<file path="config.mk">
export PLATFORM = sky130hd
export DESIGN_NAME = rbd_ctrl
export DESIGN_NICKNAME = d
export VERILOG_FILES = /design/src/hdl/rbd_pkg.sv /design/src/hdl/rbd_ctrl.sv
export SDC_FILE = /design/constraint.sdc
export NUM_CORES = 1
export LEC_CHECK = 0
export ABC_CLOCK_PERIOD_IN_PS = 1580
export BUFFER_PORTS_ARGS = -buffer_cell sky130_fd_sc_hd__buf_2
export CAP_MARGIN = 20
export CORE_AREA = 2 2 39 41
export CTS_CLUSTER_DIAMETER = 200
export DETAILED_ROUTE_END_ITERATION = 10
export DIE_AREA = 0 0 41 43
export PLACE_DENSITY_LB_ADDON = 0.3
export SLEW_MARGIN = 10
export SYNTH_ARGS = -nofsm -noshare
export SYNTH_HDL_FRONTEND = slang
export SYNTH_SLANG_ARGS = --single-unit
</file>
<file path="constraint.sdc">
create_clock -name clk_i -period 1.58 [get_ports clk_i]
set_clock_uncertainty 0.15 [all_clocks]
set_input_delay 0.237 -clock clk_i [delete_from_list [all_inputs] [get_ports clk_i]]
set_output_delay 0.237 -clock clk_i [all_outputs]
set_load 0.02 [all_outputs]
</file>
<file path="src/hdl/rbd_pkg.sv">
`timescale 1ns / 1ps
`default_nettype none
package rbd_pkg;

  // Fixed limits of the block
  localparam int MaxFactor  = 16;
  localparam int MaxOutLine = 256;
  localparam int OuterLimit = 4096;

  localparam int FactW  = 5;   // scale factor register width
  localparam int OcntW  = 13;  // outer count register width
  localparam int IcntW  = 9;   // inner count register width
  localparam int CfgW   = 13;  // widest register
  localparam int CfgIdxW = 2;
  localparam int ColW   = $clog2(MaxOutLine);
  localparam int RowW   = 12;
  localparam int InIdxW = 12;  // source pixel index along the line
  localparam int OutIdxW = 16; // source line index
  localparam int SubW   = 4;   // position inside a block
  localparam int SumW   = 16;
  localparam int RecipW = 25;
  localparam int AreaW  = 9;

  // Register indexes
  localparam logic [CfgIdxW-1:0] RegScale    = 2'd0;
  localparam logic [CfgIdxW-1:0] RegOutOuter = 2'd1;
  localparam logic [CfgIdxW-1:0] RegOutInner = 2'd2;

  typedef enum logic [2:0] {
    S_IDLE,
    S_DIV,
    S_READ,
    S_SUM,
    S_MUL,
    S_CORR
  } state_e;

  typedef struct packed {
    logic accept;
    logic rd_en;
    logic sum_en;
    logic mul_en;
    logic out_load;
  } cmd_t;

  typedef struct packed {
    logic dirty;
    logic div_done;
    logic block_end;
    logic out_free;
  } sts_t;

  // floor(2^24 / (f*f)) for each factor
  function automatic logic [RecipW-1:0] recip(input logic [FactW-1:0] f);
    logic [RecipW-1:0] m;
    case (f)
      5'd1:    m = 25'd16777216;
      5'd2:    m = 25'd4194304;
      5'd3:    m = 25'd1864135;
      5'd4:    m = 25'd1048576;
      5'd5:    m = 25'd671088;
      5'd6:    m = 25'd466033;
      5'd7:    m = 25'd342392;
      5'd8:    m = 25'd262144;
      5'd9:    m = 25'd207126;
      5'd10:   m = 25'd167772;
      5'd11:   m = 25'd138654;
      5'd12:   m = 25'd116508;
      5'd13:   m = 25'd99273;
      5'd14:   m = 25'd85598;
      5'd15:   m = 25'd74565;
      5'd16:   m = 25'd65536;
      default: m = '0;
    endcase
    return m;
  endfunction

endpackage
`default_nettype wire

</file>
<file path="src/hdl/rbd_ctrl.sv">
`timescale 1ns / 1ps
`default_nettype none
module rbd_ctrl (
  input  wire logic          clk_i,
  input  wire logic          rst_ni,
  input  wire logic          in_valid_i,
  output logic               in_ready_o,
  input  wire rbd_pkg::sts_t sts_i,
  output rbd_pkg::cmd_t      cmd_o
);
  import rbd_pkg::*;

  state_e state_q, state_d;

  // Next state
  always_comb begin
    state_d = state_q;
    case (state_q)
      S_IDLE: if (in_valid_i) state_d = sts_i.dirty ? S_DIV : S_READ;
      S_DIV:  if (sts_i.div_done) state_d = S_READ;
      S_READ: state_d = S_SUM;
      S_SUM:  state_d = sts_i.block_end ? S_MUL : S_IDLE;
      S_MUL:  state_d = S_CORR;
      S_CORR: if (sts_i.out_free) state_d = S_IDLE;
      default: state_d = S_IDLE;
    endcase
  end

  always_ff @(posedge clk_i or negedge rst_ni) begin
    if (!rst_ni) state_q <= S_IDLE;
    else         state_q <= state_d;
  end

  // Commands
  always_comb begin
    cmd_o          = '0;
    in_ready_o     = 1'b0;
    case (state_q)
      S_IDLE: begin
        in_ready_o   = 1'b1;
        cmd_o.accept = in_valid_i;
      end
      S_READ: cmd_o.rd_en  = 1'b1;
      S_SUM:  cmd_o.sum_en = 1'b1;
      S_MUL:  cmd_o.mul_en = 1'b1;
      S_CORR: cmd_o.out_load = sts_i.out_free;
      default: ;
    endcase
  end

`ifndef SYNTHESIS
  a_corr_leaves: assert property (@(posedge clk_i) disable iff (!rst_ni)
    (state_q == S_CORR && sts_i.out_free) |=> (state_q == S_IDLE))
    else $error("result transfer did not return to idle");
  a_clean_accept: assert property (@(posedge clk_i) disable iff (!rst_ni)
    (state_q == S_IDLE && in_valid_i && !sts_i.dirty) |=> (state_q == S_READ))
    else $error("accepted pixel did not go to memory read");
`endif

endmodule
`default_nettype wire

</file>
Word-level counts from Yosys, hierarchy flattened. Index checks and enable logic that the tools add are counted.

Logic and storage cells: 23. Register bits after elaboration: 3.

Eq/ne operators: 8. Mux-type cells: 12. Reductions and logical operators: 2.

Operators by type and width (count): case mux 3 bit (6 select lines) (1); two-way mux 3 bit (4); == test 3 x 2 -> 1 bit, second input constant (2); == test 3 bit, second input constant (2); two-way mux 1 bit (6); != test 2 bit, second input constant (3); == test 3 x 1 -> 1 bit, second input constant (1); logical NOT 3 bit (1); AND reduction 3 bit (1); two-way mux 2 bit (1).

Longest topological paths before layout.
Depth after elaboration: 3. Mapped depth: 4. Gate-level depth less buffers: 3.

Worst setup path after synthesis. OpenSTA, ideal clock, no wires.

Kind: reg-to-output. From: register state_q[0]. To: output port cmd_o[4] in the netlist's numbering. Stages on the path, launching flop included: 4. Setup slack: -0.013 ns. Buffers on the path: 1. Arrival time: 1.206 ns. Path through: dfrtp_1 buf_2 nor3_2 and2_1.

RTL lines: from (decl) (RTL line rbd_ctrl.sv:13) `state_e state_q, state_d;`; from (signal assigned) (RTL line rbd_ctrl.sv:31) `else state_q <= state_d;`; to (decl) (RTL line rbd_ctrl.sv:9) `output rbd_pkg::cmd_t cmd_o`.

==> summary.md <==
| Metric | Value |
|---|---|
| Kind of cell adding the most delay to the critical path | flip-flops |
| Hpwl dp | 441 um |
| Vias in the first global route | 257 |
| Clock power frac | 15.1% |
| Most frequent cells in the layout | buf_2, buf_4, clkbuf_4, dfrtp_2 |
| Sequential cell area | 78.8 um^2 |
| Mapped Area | 223 um^2 |
| Worst path bufs/invs | 1 |
| Crit end category | output port |
| Worst hold path type | in2reg |
| Status | finished, final reports clean |
| Combinational share of power | 61.6% |
| FP Rows | 14 |
| Clock tree buffer depth | 2 |
| Part of the power in registers | 23.3% |
| Sw power | 358 uW |
| Total power | 871 uW |
| Root buf cell | clkbuf_4 |
| Largest net degree at the start of global routing | 7 |
| Post-synth top area cell | dfrtp_1 |
| Rel. slew slack | 84.6% |
| Mapped Nets | 30 |
| Top cells by area, synth | dfrtp_1, a221oi_2, mux2_4 |
| Die span in y | 43 um |
| Setup TNS Final | 0 ps |
| Biggest register | state_q |
| Mean Syn Cell Area | 9.68 um^2 |
| Die ar. | 1760 um^2 |
| Die width | 41 um |
| Max incr delay on CP | 440 ps |
| Syn Inst Count | 23 |
| TritonCTS buffer count | 3 |
| Clock latency on the worst-skew pair | 230 ps |
| Util after Layout | 28.8% |
| Commonest non-fill, non-tap cell in the layout | buf_2 |
| Setup CP Type | reg2out |
| Startpoint types | flop |
| Final net count | 53 |
| Drt via density | 4.16 |
| Clock slew seen by the registers of the worst setup and hold paths | 30 ps |
| Min Tclk post-route | 1550 ps |
| Antenna Nets Post-Route | 0 |
| Max reg flops | 3 |
| Max-cap violations | 0 |
| Crit-path cells | nor3_4 > and2_4 > buf_6 |
| Yosys warns | 0 |
| Vias | 254 |
| Data required time of the worst path | 1190 ps |
| Syn-to-layout area delta | 79.2% |
| H-Tree Depth | 1 |
| Worst-Margin Slew | 231 ps |
| Ports | 13 |
| P per Cell Area | 2180 nW/um^2 |
| Starting density of the core | 16.1% |
| Leakage | 0.000189 uW |
| CP Data Arrival Time | 1160 ps |
| Total Routing Usage GR | 9.75% |
| Period utilization | 97.8% |
| First-pass DRT Iterations | 2 |
| GP Congestion | 0.720 |
| Switching share of total power | 41.1% |
| Fill cells | 158 |
| CP max FO | 4 |
| CTS tree | built |
| Final setup viols | 0 |
| Synth cell types | 18 |
| Final hold violations | 0 |
| Wirelength per Cell | 10.7 um |
| Initial antenna violation count | 0 |
| Worst IR drop on VDD | 0.000684 V |
| Ant. Diodes | 0 |
| Yosys reg bits | 3 |
| Post-synthesis sequential area ratio | 33.7% |
| Total grt overflow | 0 |
| Core area | 1380 um^2 |
| Unrepaired setup endpoints after global routing | true |
| CP max stage cell | dfrtp_2 |
| Peak Freq | 647 MHz |
| Pint | 514 uW |
| Synth top area share | 33.7% |
| DRC violations left | 0 |
| Slew Viols, Final | 0 |
| DRT iter0 DRCs | 1 |
| First-pass GRT wire length | 1.10 mm |
| Final WL | 651 um |
| Reg2reg setup slack | 70 ps |
| Multi-input logic area | 136 um^2 |
| Share of cells above drive strength 1 | 66.7% |
| Sink Count | 3 |
| Port bufs | 12 |
| Top flop regs | state_q: 3 flops |
==> synthesized netlist by cell type <==
cell type and count:
a21o_1 1, a21oi_1 1, a221oi_2 1, a32o_1 1
and2_1 1, buf_2 1, buf_6 1, dfrtp_1 3
inv_1 1, mux2_4 1, nand2_1 2, nand2b_1 1
nand3_1 1, nor2_1 2, nor3_1 1, nor3_2 1
nor3b_1 2, nor3b_2 1
==> per-stage QoR <==
stage | std cells | area [um^2] | setup slack, ps | hold WS, ps
floorplan | 23 | 229 | 83.0 | -209
global placement | 49 | 293 | 140 | -114
detailed placement | 49 | 293 | 147 | -113
CTS | 59 | 372 | 6.23 | 79.6
global route | 61 | 399 | -16.9 | 86.6
finish | 61 | 399 | 34.3 | 81.2
==> final timing paths <==
check,from,to,depth (start not counted)
worst max-delay path,state_q[1],cmd_o[4],3
worst min-delay path,sts_i[1],state_q[2],2
worst max register to register,state_q[2],state_q[0],4
worst min register to register,state_q[2],state_q[2],1
max in group asynchronous,rst_ni,state_q[2],2
min in group asynchronous,rst_ni,state_q[0],2
==> worst reg2reg max path: cells and delay by family (launching register included) <==
family	cells	cell delay (ps)
flops	1	450
mux	1	290
buf+inv	2	270
compound gates	1	240
==> area by class of cell <==
type	count	share of cell area [%]
inverters	1	0.940
repair buffers	20	33.5
clock buffers	4	6.58
well taps	16	5.02
multi-input cells	17	34.2
flip-flops and latches	3	19.7
==> layer usage <==
layer	up-vias	track usage, %	wire length (um)
li1	124	-	-
met4	0	9.33	11
met2	15	11.3	259
met1	113	12.6	308
met3	2	4.19	72
met5	-	0	0
==> power groups by stage <==
| stage | Sequential (uW) | Clock (uW) | Combinational, uW |
|---|---|---|---|
| after floorplan | 138 | 0 | 354 |
| after global placement | 216 | 0 | 336 |
| after detailed placement | 221 | 0 | 339 |
| after CTS | 203 | 137 | 471 |
| after global routing | 213 | 146 | 585 |
| final | 203 | 132 | 536 |
==> repair_timing <==
action,CTS,global route
endpoints found under the hold margin,3,0
setup endpoints to repair,5,5
setup buffers,5,2
pin swaps,2,4
hold buffers,1,0
resized for setup,5,5
==> kinds of logic after synthesis <==
| group | count (synthesis) | synth area share (%) |
|---|---|---|
| mux | 1 | 6.74 |
| compound gates | 4 | 16.9 |
| buf+inv | 3 | 8.98 |
| flops | 3 | 33.7 |
| simple gates | 12 | 33.7 |
Power figures use the tool's default switching activity.
